`src/bce_pkg.sv`:
```
`timescale 1ns / 1ps
package bce_pkg;

    localparam logic [7:0] CODE_ACK = 8'h06;
    localparam logic [7:0] CODE_NAK = 8'h15;

    localparam logic [7:0] CMD_W = 8'h57;
    localparam logic [7:0] CMD_R = 8'h52;
    localparam logic [7:0] CMD_B = 8'h42;
    localparam logic [7:0] CMD_X = 8'h58;
    localparam logic [7:0] CMD_S = 8'h53;

    localparam int BUF_DEPTH = 67;
    localparam logic [6:0] LAST_DATA_IDX = 7'd66;
    localparam logic [6:0] LAST_SUM_IDX = 7'd65;
    localparam logic [6:0] COPY_STEPS = 7'd64;
    localparam logic [6:0] FIRST_DATA_IDX = 7'd2;

    localparam logic [1:0] ACT_NONE = 2'd0;
    localparam logic [1:0] ACT_LAUNCH = 2'd1;
    localparam logic [1:0] ACT_SUPPLY = 2'd2;
    localparam logic [1:0] ACT_TONE = 2'd3;

    typedef enum logic [3:0] {
        ST_CLEAR,
        ST_IDLE,
        ST_LEN,
        ST_EXEC,
        ST_WCOPY,
        ST_WACK,
        ST_RRD,
        ST_RWORD,
        ST_RSUM,
        ST_SACK2
    } bce_state_t;

    typedef struct packed {
        logic [7:0] first_byte;
        logic [7:0] second_byte;
        logic [1:0] byte_count;
        logic [1:0] action;
        logic [7:0] tone_half_period;
        logic [7:0] tone_count_high;
        logic       last;
    } bce_result_t;

    function automatic logic [6:0] len_of(input logic [7:0] code);
        logic [6:0] len;
        begin
            unique case (code)
                CMD_W:   len = 7'd67;
                CMD_R:   len = 7'd2;
                CMD_B:   len = 7'd1;
                CMD_X:   len = 7'd1;
                CMD_S:   len = 7'd3;
                default: len = 7'd0;
            endcase
            return len;
        end
    endfunction

endpackage

```
`src/bce_cmd_buf.sv`:
```
`timescale 1ns / 1ps
module bce_cmd_buf (
    input  logic       clk,
    input  logic       we,
    input  logic [6:0] waddr,
    input  logic [7:0] wdata,
    input  logic       re,
    input  logic [6:0] raddr,
    output logic [7:0] rdata
);
    import bce_pkg::*;

    logic [7:0] mem [BUF_DEPTH];

    always_ff @(posedge clk)
    begin
        if (we)
        begin
            mem[waddr] <= wdata;
        end
        if (re)
        begin
            rdata <= mem[raddr];
        end
    end
endmodule

```
`config.mk`:
```
export PLATFORM = sky130hd
export DESIGN_NAME = bce_cmd_buf
export DESIGN_NICKNAME = d
export VERILOG_FILES = /design/src/bce_pkg.sv /design/src/bce_cmd_buf.sv
export SDC_FILE = /design/constraint.sdc
export NUM_CORES = 1
export LEC_CHECK = 0
export BUFFER_PORTS_ARGS = -buffer_cell sky130_fd_sc_hd__buf_2
export CORE_ASPECT_RATIO = 1.25
export CORE_MARGIN = 2
export CORE_UTILIZATION = 45
export DETAILED_ROUTE_END_ITERATION = 7
export GPL_ROUTABILITY_DRIVEN = 0
export SETUP_SLACK_MARGIN = 0.05
export SLEW_MARGIN = 5
export SYNTH_ARGS = -nofsm -noshare
export SYNTH_HDL_FRONTEND = slang
export SYNTH_SLANG_ARGS = --single-unit
```
`constraint.sdc`:
```
create_clock -name clk -period 5.83 [get_ports clk]
set_clock_uncertainty 0.15 [all_clocks]
set_input_delay 0.2915 -clock clk [delete_from_list [all_inputs] [get_ports clk]]
set_output_delay 0.2915 -clock clk [all_outputs]
set_load 0.01 [all_outputs]
```
==> results.txt, run 1 <==
----------------------------------------------------
[Global route]
  Global routing usage on met2 ... between 30% and 40%
  Number of global-route vias before repair ... roughly 11,000
  Met1 track demand over resource ... between 20% and 30%
  Number of antenna violations at the first check in global routing ... 2
  Layer carrying the most global-route usage ... met2
  Largest net degree at the start of global routing ... just over 70
  Met3 demand-to-capacity share in global routing ... under 10%
  Total track usage ... between 20% and 30%
  Global-route wire length before repair ... a little over 70 mm
  Total overflow reported by the global router ... 0

[Yosys]
  Post-synthesis sequential element count ... around 540
  Largest cells by area after synthesis ... sky130_fd_sc_hd__edfxtp_1, sky130_fd_sc_hd__mux4_2, sky130_fd_sc_hd__mux2i_1
  Cell type with the highest aggregate area in the netlist ... sky130_fd_sc_hd__edfxtp_1
  FFs w/ async S/R, synth ... 0%
  Synthesized area divided by synthesized cell count ... approximately 20 um2
  Sequential cell area fraction in the yosys report ... between 70% and 80%
  Most common flop cell mapped by yosys ... sky130_fd_sc_hd__edfxtp_1
  Syn nets ... roughly 1,100
  Number of standard cells after synthesis ... about 1,100
  Netlist area before placement ... roughly 21,000 um2
  Count of synthesis-stage warnings from yosys ... 0
  Fraction of synthesized cell area taken by the top area cell type ... between 70% and 80%
  Count of different cell masters after synthesis ... 36
  Number of flops mapped to enable cells by yosys ... 544

[Placed design]
  HPWL reported at the end of detailed placement ... slightly below 30 mm
  Placed cells ... approximately 1,700
  Buffers on Ports ... 32

[Clocking]
  Num CTS Buffers ... between 50 and 60
  Latest clock arrival within the worst-skew pair ... around 0.58 ns
  TritonCTS clock tree ... yes
  Number of buffers on the longest clock path ... 3
  CTS Sinks ... between 500 and 600
  # resized after CTS ... 0
  Post-CTS clock slew at the launch and capture registers of the worst setup and hold paths ... 0.06 ns
  Master cell of the clock root buffer ... sky130_fd_sc_hd__clkbuf_16
  Number of H-tree branching levels ... 2

[STA]
  Peak clock frequency supported by timing ... 343 MHz
  Time the final worst path needs with I/O delays and setup ... around 2.9 ns
  Fin crit share ... between 50% and 60%
  Total setup violations reported at the end of the flow ... 0
  Max-slew violations ... 0
  Total negative slack for setup checks ... 0 ns
  Rel. slew slack ... a little under a third
  Slew at the pin with the worst max-slew slack ... around 1.0 ns
  Unrepaired setup endpoints after global routing ... no
  Hold Fails Final Rpt ... 0

[Layout]
  Synthesis-to-layout area growth ... 11.5%
  Area occupied by multi-input gates ... approximately 4600 um2
  # diodes ... 0
  Proportion of layout cells with a drive suffix above 1 ... 20.7%
  Fill cells ... 3,735
  Number of cells in the finished layout apart from fillers ... approximately 1,800
  Nets ... between 1,000 and 1,500
  FF/Latch Area ... 16,300 um2

[Route]
  Number of remaining DRC errors ... 0
  Total via count after detailed routing ... around 10,000
  Number of nets with antenna violations after routing ... 0
  Length of the first detailed-routing pass in iterations ... 5
  Routed wire length per instance ... 27.2 um
  Vias/cell ... between 5 and 6
  Final wirelength ... around 49 mm
  Number of DRC markers in iteration 0 ... 926

[Worst setup path]
  Critical Path Source Type ... input port
  Reg2Reg Setup Slack ... ~3.5 ns
  Worst reg2reg path depth ... 5
  Data required time at the worst endpoint ... around 6 ns
  Arr. time, crit path ... 3.08 ns
  Category of the worst setup path capture point ... register
  Endpoint of the lowest-slack register-to-register path ... rdata[7]
  Critical path start-end classification ... in -> reg
  Critical register-to-register path startpoint ... mem[44][7]
  Maximum fanout encountered on the critical timing path ... 70

[Hold path]
  Cells on Worst Hold Path ... 4
  Hold Startpoint ... raddr[6]
  Hold path endpoint ... rdata[4]
  Type of the worst min-delay path ... in -> reg

[Floorplanning]
  DIE HEIGHT ... roughly 250 um
  Area of the core ... around 46,000 um2
  Area of the die ... between 40,000 and 50,000 um2
  Number of top-level pins ... 33
  Starting density of the core ... about 46%
  Chip Width ... about 200 um
  Core Rows ... between 80 and 90

[Outcome]
  Result of the run ... finished clean

[Power and ir drop]
  Leakage power of the design ... between 7 and 8 nW
  Worst ir drop on vdd ... 0.209 mV
  Power density over the cells ... between 300 and 400 nW/um2

[Flow run]
  Max-cap violations ... 0

----------------------------------------------------
layout by cell type (no fill, tap or decap), types with 2 or more instances in the layout:
cell and n:
sky130_fd_sc_hd__a21boi_0 2, sky130_fd_sc_hd__a21oi_1 14, sky130_fd_sc_hd__a22o_1 4, sky130_fd_sc_hd__a22oi_1 32
sky130_fd_sc_hd__a31o_2 2, sky130_fd_sc_hd__a31oi_1 2, sky130_fd_sc_hd__and2_1 3, sky130_fd_sc_hd__buf_12 2
sky130_fd_sc_hd__buf_2 29, sky130_fd_sc_hd__buf_4 19, sky130_fd_sc_hd__bufinv_16 3, sky130_fd_sc_hd__clkbuf_1 10
sky130_fd_sc_hd__clkbuf_16 52, sky130_fd_sc_hd__clkinv_1 12, sky130_fd_sc_hd__clkinv_2 11, sky130_fd_sc_hd__clkinvlp_4 2
sky130_fd_sc_hd__edfxtp_1 544, sky130_fd_sc_hd__mux2_2 12, sky130_fd_sc_hd__mux2i_1 60, sky130_fd_sc_hd__mux4_2 102
sky130_fd_sc_hd__nand2_1 44, sky130_fd_sc_hd__nand2b_1 11, sky130_fd_sc_hd__nand3_1 25, sky130_fd_sc_hd__nand3b_1 4
sky130_fd_sc_hd__nand4_1 7, sky130_fd_sc_hd__nor2_1 73, sky130_fd_sc_hd__nor2b_1 14, sky130_fd_sc_hd__nor3_1 8
sky130_fd_sc_hd__o211ai_1 2, sky130_fd_sc_hd__o21ai_0 10, sky130_fd_sc_hd__o221ai_1 2, sky130_fd_sc_hd__o22ai_1 18
sky130_fd_sc_hd__o31ai_1 2, sky130_fd_sc_hd__o41ai_1 2, sky130_fd_sc_hd__or3_1 4, sky130_fd_sc_hd__or4_1 4
cell usage after synthesis, drive strengths merged, types with 3 or more instances:
master / number
edfxtp: 544
mux4: 102
nor2: 73
mux2i: 60
nand2: 44
buf: 34
a22oi: 32
nand3: 25
clkbuf: 18
o22ai: 18
a21oi: 14
nor2b: 14
mux2: 12
nand2b: 11
o21ai: 10
nor3: 8
nand4: 7
a22o: 4
nand3b: 4
or3: 4
or4: 4
and2: 3
worst max path at each step:
stage	startpoint	endpoint	slack, ns	cells after the start
after floorplan	raddr[1]	rdata[2]	3.37	7
after global placement	raddr[0]	rdata[7]	2.28	6
after detailed placement	raddr[0]	rdata[7]	2.28	6
after CTS	raddr[0]	rdata[7]	2.88	6
after global routing	raddr[0]	rdata[7]	2.76	6
final	raddr[0]	rdata[7]	2.91	6
sequential cells by signal, summed over array words and instances, names as in the netlist:
register and count:
mem 536, rdata 8
worst max-delay path: stages:
cell	delay (ns)
sky130_fd_sc_hd__buf_6	0.48
sky130_fd_sc_hd__buf_12	0.51
sky130_fd_sc_hd__mux4_2	0.57
sky130_fd_sc_hd__a22oi_1	0.34
sky130_fd_sc_hd__a21oi_1	0.15
sky130_fd_sc_hd__or4_1	0.51
final cells by class:
cell class / count / area share (%)
clock buffer: 62 / 5.67
multi-input combinational: 467 / 19.4
tap: 630 / 3.34
sequential: 544 / 69.1
clock inverter: 30 / 0.974
timing repair buffer: 52 / 1.48
layer usage:
layer	vias to the layer above	routed length [um]
li1	4473	-
met5	-	23
met1	5457	19500
met2	333	24700
met3	98	2610
met4	4	1780
per-stage QoR:
| stage | utilization (%) | setup slack, ns | hold slack, ns | cell area [um2] | total power, mW |
|---|---|---|---|---|---|
| 2_1_floorplan | - | 3.37 | 0.240 | 21200 | 4.63 |
| 3_3_place_gp | 47.6 | 2.28 | 0.553 | 22100 | 4.79 |
| 3_5_place_dp | 47.6 | 2.28 | 0.551 | 22100 | 4.80 |
| 4_1_cts | 51.0 | 2.88 | 0.156 | 23600 | 7.92 |
| 5_1_grt | 51.0 | 2.76 | 0.189 | 23600 | 8.09 |
| 6_report | 51.0 | 2.91 | 0.189 | 23600 | 7.87 |
kinds of logic (layout without fill, tap and decap cells):
logic type	after synthesis	count (layout)	share of synthesized area, %
DFF	544	544	77.0
and+or+nand+nor	201	201	4.43
muxes	174	174	14.3
AOI/OAI and AO/OA	92	92	2.92
buffers and inverters	52	144	1.31
timing repair:
item	4_1_cts	5_1_grt
hold buffers	1	0
setup buffers	0	0
endpoints found under the hold margin	8	0
where the power goes:
part | switching [mW] | internal (mW) | total, mW
Combinational | 0.245 | 0.130 | 0.375
Clock | 1.39 | 1.76 | 3.16
Sequential | 0.00899 | 4.32 | 4.33
No activity file was read; power rests on OpenSTA's default activity.
==> run 2: changes to the inputs <==
==> constraint.sdc (replaced) <==
create_clock -name clk -period 2.7 [get_ports clk]
set_clock_uncertainty 0.15 [all_clocks]
set_input_delay 0.135 -clock clk [delete_from_list [all_inputs] [get_ports clk]]
set_output_delay 0.135 -clock clk [all_outputs]
set_load 0.01 [all_outputs]
==> run 2 against run 1 <==
Against the previous run:
- utilization is 2.3 points higher
- die area stayed put
- non-clock buffer count is 116 higher
- via count is 1.9% higher
- critical path depth is 1 lower
- first-iteration DRC count is 14% lower
- power is 120% higher
- clock power is 130% higher
- critical path type is now reg -> reg
- critical endpoint is now rdata[2]
- highest routed layer unchanged
==> results.txt, run 2 (synthesis gave the netlist of run 1 again) <==
----------------------------------------------------
[STA]
  Fin crit share ... a little over four fifths
  Peak clock frequency supported by timing ... roughly 440 MHz
  Rel. slew slack ... a little under a third
  Total setup violations reported at the end of the flow ... 0
  Hold Fails Final Rpt ... 0
  Max-slew violations ... 0
  Slew at the pin with the worst max-slew slack ... between 1 and 1.5 ns
  Time the final worst path needs with I/O delays and setup ... between 2 and 2.5 ns
  Unrepaired setup endpoints after global routing ... no
  Total negative slack for setup checks ... 0 ns

[Clocking]
  Postcts setup bufs ... 0
  CTS Sinks ... 544
  Number of H-tree branching levels ... 2
  TritonCTS clock tree ... yes
  Post-CTS clock slew at the launch and capture registers of the worst setup and hold paths ... roughly 0.060 ns
  Num CTS Buffers ... 51
  Master cell of the clock root buffer ... sky130_fd_sc_hd__clkbuf_16
  Number of buffers added to fix hold violations after cts ... 5
  # resized after CTS ... 0
  Latest clock arrival within the worst-skew pair ... ~0.58 ns
  Number of buffers on the longest clock path ... 3

[Floorplanning]
  Chip Width ... between 150 and 200 um
  Starting density of the core ... a little under half
  Area of the core ... 46,400 um2
  Number of top-level pins ... 33
  Core Rows ... 88
  Area of the die ... 48,900 um2
  DIE HEIGHT ... between 200 and 250 um

[Worst setup path]
  Critical Path, Cell by Cell ... mux4_2 -> mux2_2 -> nand2_1 -> nand3_1 -> or4_1
  Data required time at the worst endpoint ... approximately 2.9 ns
  Reg2Reg Setup Slack ... roughly 0.45 ns
  Arr. time, crit path ... about 2.4 ns
  Critical Path Source Type ... register
  Category of the worst setup path capture point ... register
  Critical register-to-register path startpoint ... mem[45][2]
  Maximum fanout encountered on the critical timing path ... 1
  Critical path start-end classification ... reg -> reg
  Critical path origin ... mem[45][2]
  Worst reg2reg path depth ... 5
  Endpoint of the lowest-slack register-to-register path ... rdata[2]
  Longest individual stage delay on the worst path ... roughly 0.49 ns
  Slowest-stage cell, CP ... sky130_fd_sc_hd__mux4_2
  Critical path capture point ... rdata[2]

[Global route]
  Total track usage ... between 20% and 30%
  Total overflow reported by the global router ... 0
  Number of antenna violations at the first check in global routing ... 1
  Global-route wire length before repair ... slightly above 70 mm
  Largest net degree at the start of global routing ... between 40 and 50
  Number of global-route vias before repair ... about 11,000

[Layout]
  Number of flip-flops in the largest register ... 536
  Proportion of layout cells with a drive suffix above 1 ... 28.0%
  Registers with the most flip-flops ... mem (536), rdata (8)
  Synthesis-to-layout area growth ... 16.5%
  Fin util ... 53.3%
  Commonest non-fill, non-tap cells in the layout ... sky130_fd_sc_hd__edfxtp_1, sky130_fd_sc_hd__buf_4, sky130_fd_sc_hd__mux4_2
  Fill cells ... between 3,000 and 4,000
  Largest register by flop count ... mem
  # diodes ... 0
  Nets ... between 1,000 and 1,500
  Most common cell after layout, fill and taps aside ... sky130_fd_sc_hd__edfxtp_1

[Power and ir drop]
  Switching fraction of total power ... roughly a fifth
  Power density over the cells ... 706 nW/um2
  Leakage power of the design ... ~8.1 nW
  Worst ir drop on vdd ... 0.466 mV
  Total net switching power ... roughly 3.6 mW
  Share of power burned in the clock network ... between 40% and 50%
  Combinational Power Share ... under 10%
  Share of total power in sequential cells ... a little over half
  Internal cell power ... about 14 mW

[Route]
  Routed wire length per instance ... 25.3 um
  Number of remaining DRC errors ... 0
  Total via count after detailed routing ... about 11,000
  Number of nets with antenna violations after routing ... 0
  Length of the first detailed-routing pass in iterations ... 5
  Final wirelength ... about 48 mm
  Vias/cell ... 5.55
  Number of DRC markers in iteration 0 ... 798

[Placed design]
  Buffers on Ports ... 32
  HPWL reported at the end of detailed placement ... approximately 32 mm

[Flow run]
  Max-cap violations ... 0

[Outcome]
  Result of the run ... finished clean

[Hold path]
  Type of the worst min-delay path ... in -> reg

----------------------------------------------------
==> run 2: cell type report <==
cell class / instances / area, um2 / area share [%]
clock inverter: 30 / 337 / 1.36
clock buffer: 63 / 1340 / 5.44
timing repair buffer: 168 / 1310 / 5.28
tap: 630 / 788 / 3.19
multi-input combinational: 467 / 4590 / 18.6
sequential: 544 / 16300 / 66.1
==> run 2: layer usage <==
layer	up-vias	wire, um	track usage (%)
li1	4700	-	-
met1	5475	19800	26.7
met2	317	24400	34.2
met3	70	2670	3.34
met4	2	1240	6.32
met5	-	17	0
==> run 2: per-stage QoR <==
step	setup WS (ns)	total power [mW]	hold slack [ns]	std cells	area (um2)
4_1_cts	0.438	17.6	0.00518	1902	24700
3_5_place_dp	0.0884	10.4	0.384	1804	23000
5_1_grt	0.425	18.0	0.0436	1902	24700
3_3_place_gp	0.104	10.4	0.381	1804	23000
6_report	0.452	17.4	0.00870	1902	24700
2_1_floorplan	0.393	9.99	0.0839	1063	21200
==> run 2: worst min-delay path by stage <==
stage / to / cells past startpoint / slack, ns / startpoint
2_1_floorplan: mem[0][0] / 0 / 0.08 / wdata[0]
3_3_place_gp: rdata[6] / 1 / 0.38 / re
3_5_place_dp: rdata[6] / 1 / 0.38 / re
4_1_cts: mem[30][5] / 3 / 0.005 / waddr[2]
5_1_grt: mem[6][1] / 1 / 0.04 / wdata[1]
6_report: mem[0][1] / 1 / 0.009 / wdata[1]
==> run 2: power groups by stage <==
stage | clock, mW | combinational (mW) | sequential, mW
after floorplan | 0 | 0.456 | 9.53
after global placement | 0 | 0.866 | 9.53
after detailed placement | 0 | 0.879 | 9.53
after CTS | 7.35 | 0.887 | 9.35
after global routing | 7.67 | 0.933 | 9.35
final | 7.22 | 0.874 | 9.35
==> run 2: worst max-delay path, delay by kind of cell (launching register included) <==
family / cells / cell delay (ns)
multiplexers: 2 / 0.78
AND/OR/NAND/NOR: 3 / 0.70
flip-flops: 1 / 0.36
==> run 3: changes to the inputs <==
==> constraint.sdc (replaced) <==
create_clock -name clk -period 1.8 [get_ports clk]
set_clock_uncertainty 0.15 [all_clocks]
set_input_delay 0.09 -clock clk [delete_from_list [all_inputs] [get_ports clk]]
set_output_delay 0.09 -clock clk [all_outputs]
set_load 0.01 [all_outputs]
==> run 3 against run 2 <==
Against the previous run:
- sequential power is 50% higher
- critical path depth is 1 lower
- the flow now finishes with violations (setup timing)
- non-clock buffer count is 63 higher
- clock power is 38% higher
- global-route usage is 0.88 points higher
- sequential share of layout area is 1.8 points lower
- register-to-register slack worse by 0.80 ns
- power is 46% higher
- routed wire length is 3.8% higher
- cell count is 3.3% higher
==> results.txt, run 3 (synthesis gave the netlist of run 1 again) <==
----------------------------------------------------
[STA]
  Peak clock frequency supported by timing ... 466 MHz
  Rel. slew slack ... about 45%
  Time the final worst path needs with I/O delays and setup ... 2.15 ns
  Total setup violations reported at the end of the flow ... 8
  Fin worst setup slack ... -0.347 ns
  Max-slew violations ... 0
  Unrepaired setup endpoints after global routing ... yes
  Slew at the pin with the worst max-slew slack ... 0.828 ns
  Fin crit share ... 119%
  Hold Fails Final Rpt ... 0

[Layout]
  Largest register by flop count ... mem
  Synthesis-to-layout area growth ... 19.8%
  Nets ... 1,320
  Most common cell after layout, fill and taps aside ... sky130_fd_sc_hd__edfxtp_1
  Post-Layout Inst Area ... 25,400 um2
  Registers with the most flip-flops ... mem (536), rdata (8)
  Number of flip-flops in the largest register ... about 540
  Proportion of layout cells with a drive suffix above 1 ... approximately 35%
  Fill cells ... ~3,600
  Commonest non-fill, non-tap cells in the layout ... sky130_fd_sc_hd__edfxtp_1, sky130_fd_sc_hd__buf_4, sky130_fd_sc_hd__mux4_2

[Worst setup path]
  Slowest-stage cell, CP ... sky130_fd_sc_hd__mux4_2
  Category of the worst setup path capture point ... register
  Critical register-to-register path startpoint ... mem[26][0]
  Arr. time, crit path ... approximately 2.3 ns
  Crit. path cell count ... 4
  Endpoint of the lowest-slack register-to-register path ... rdata[0]
  Top cell family by delay on the critical path ... multiplexers
  Critical Path Source Type ... register
  Critical path start-end classification ... reg -> reg
  Critical path capture point ... rdata[0]
  Critical path origin ... mem[26][0]
  Longest individual stage delay on the worst path ... about 0.48 ns
  Data required time at the worst endpoint ... 1.98 ns
  Maximum fanout encountered on the critical timing path ... 1
  Buffering stage count on the worst path with inverters included ... 0
  Worst reg2reg path depth ... 4
  Reg2Reg Setup Slack ... -0.35 ns
  Critical Path, Cell by Cell ... mux4_2 -> a22oi_2 -> a21oi_2 -> or4_1

[Power and ir drop]
  Share of power burned in the clock network ... about two fifths
  Power density over the cells ... ~1000 nW/um2
  Internal cell power ... approximately 20 mW
  Combinational Power Share ... approximately 6.0%
  Switching fraction of total power ... roughly a fifth
  Worst ir drop on vdd ... slightly below 0.6 mV
  Share of total power in sequential cells ... 55.1%
  Leakage power of the design ... roughly 8.4 nW
  Total net switching power ... between 5 and 6 mW

[Clocking]
  Number of H-tree branching levels ... 2
  Number of buffers on the longest clock path ... 3
  Latest clock arrival within the worst-skew pair ... just under 0.6 ns
  Postcts setup bufs ... 0
  TritonCTS clock tree ... yes
  Master cell of the clock root buffer ... sky130_fd_sc_hd__clkbuf_16
  CTS Sinks ... between 500 and 600
  Num CTS Buffers ... 51
  Post-CTS clock slew at the launch and capture registers of the worst setup and hold paths ... 0.06 ns

[Global route]
  Number of global-route vias before repair ... roughly 11,000
  Global-route wire length before repair ... ~74 mm
  Total track usage ... between 20% and 30%
  Number of antenna violations at the first check in global routing ... 0
  Total overflow reported by the global router ... 0
  Largest net degree at the start of global routing ... 68

[Outcome]
  Failing checks ... setup timing
  Result of the run ... finished with violations

[Floorplanning]
  Core Rows ... 88
  Area of the core ... 46,400 um2
  Number of top-level pins ... 33
  Starting density of the core ... between 40% and 50%
  DIE HEIGHT ... between 200 and 250 um
  Area of the die ... slightly below 50,000 um2
  Chip Width ... 198 um

[Placed design]
  Placed standard-cell area ... between 20,000 and 25,000 um2
  HPWL reported at the end of detailed placement ... ~33 mm
  Buffers on Ports ... 32
  Post-Place Worst Slack ... -0.944 ns

[Route]
  Number of remaining DRC errors ... 0
  Vias/cell ... between 5 and 6
  Total via count after detailed routing ... approximately 11,000
  Final wirelength ... 50.0 mm
  Number of nets with antenna violations after routing ... 0
  Number of DRC markers in iteration 0 ... just under 1,000
  Routed wire length per instance ... about 25 um
  Length of the first detailed-routing pass in iterations ... 5

[Flow run]
  Max-cap violations ... 0

[Hold path]
  Type of the worst min-delay path ... in -> reg

----------------------------------------------------
## run 3: changes by cell type in the layout (fill, tap and decap cells not counted), sizes merged
cell and delta:
buf +65, bufinv -5, clkbuf +5, clkinv -2, dlygate4sd3 -2, diode +1
## run 3: cell type report
| type | instances | area (um2) | share of cell area [%] |
|---|---|---|---|
| Sequential cell | 544 | 16300 | 64.3 |
| Multi-Input combinational cell | 467 | 4900 | 19.3 |
| Timing Repair Buffer | 231 | 1870 | 7.38 |
| Clock buffer | 68 | 1340 | 5.28 |
| Tap cell | 630 | 788 | 3.10 |
| Clock inverter | 23 | 160 | 0.631 |
| Antenna cell | 1 | 2.50 | 0.00985 |
## run 3: how the worst min path moves through the flow
| stage | startpoint | end | slack (ns) | cells after the start |
|---|---|---|---|---|
| floorplan | wdata[0] | mem[0][0] | 0.04 | 0 |
| global route | waddr[5] | mem[66][7] | 0.04 | 4 |
| global placement | re | rdata[1] | 0.32 | 1 |
| CTS | waddr[5] | mem[66][7] | 0.01 | 4 |
| detailed placement | re | rdata[1] | 0.32 | 1 |
| finish | wdata[5] | mem[40][5] | 0.03 | 2 |
## run 3: routing by layer
layer	wire [um]	share of wire [%]	GRT usage [%]
met3	2630	5.3	3.27
met5	0	0	0
met2	26000	52	37.2
met1	19900	40	26.9
met4	1440	2.9	6.24
## run 3: metrics by stage
step	std cells	utilization (%)	hold slack [ns]	TNS, ns	power, mW
4_1_cts	1963	54.7	0.0143	-2.34	25.7
3_3_place_gp	1869	50.9	0.324	-10.86	15.7
2_1_floorplan	1063	-	0.0389	-1.65	15.0
3_5_place_dp	1869	50.9	0.320	-12.28	15.8
5_1_grt	1963	54.8	0.0402	-2.56	26.3
6_report	1964	54.8	0.0292	-2.25	25.5
## run 3: power groups by stage
stage	Combinational (mW)	Sequential (mW)	Clock [mW]
floorplan	0.713	14.3	0
global placement	1.43	14.3	0
detailed placement	1.45	14.3	0
CTS	1.53	14.0	10.1
global route	1.62	14.0	10.6
finish	1.52	14.0	9.93
## run 3: what timing repair did
action | in CTS | in global routing
endpoints found under the setup margin | 8 | 8
hold endpoints to repair | 12 | 0
gates resized for setup | 44 | 9
pin swaps | 16 | 7
hold buffers | 3 | 0
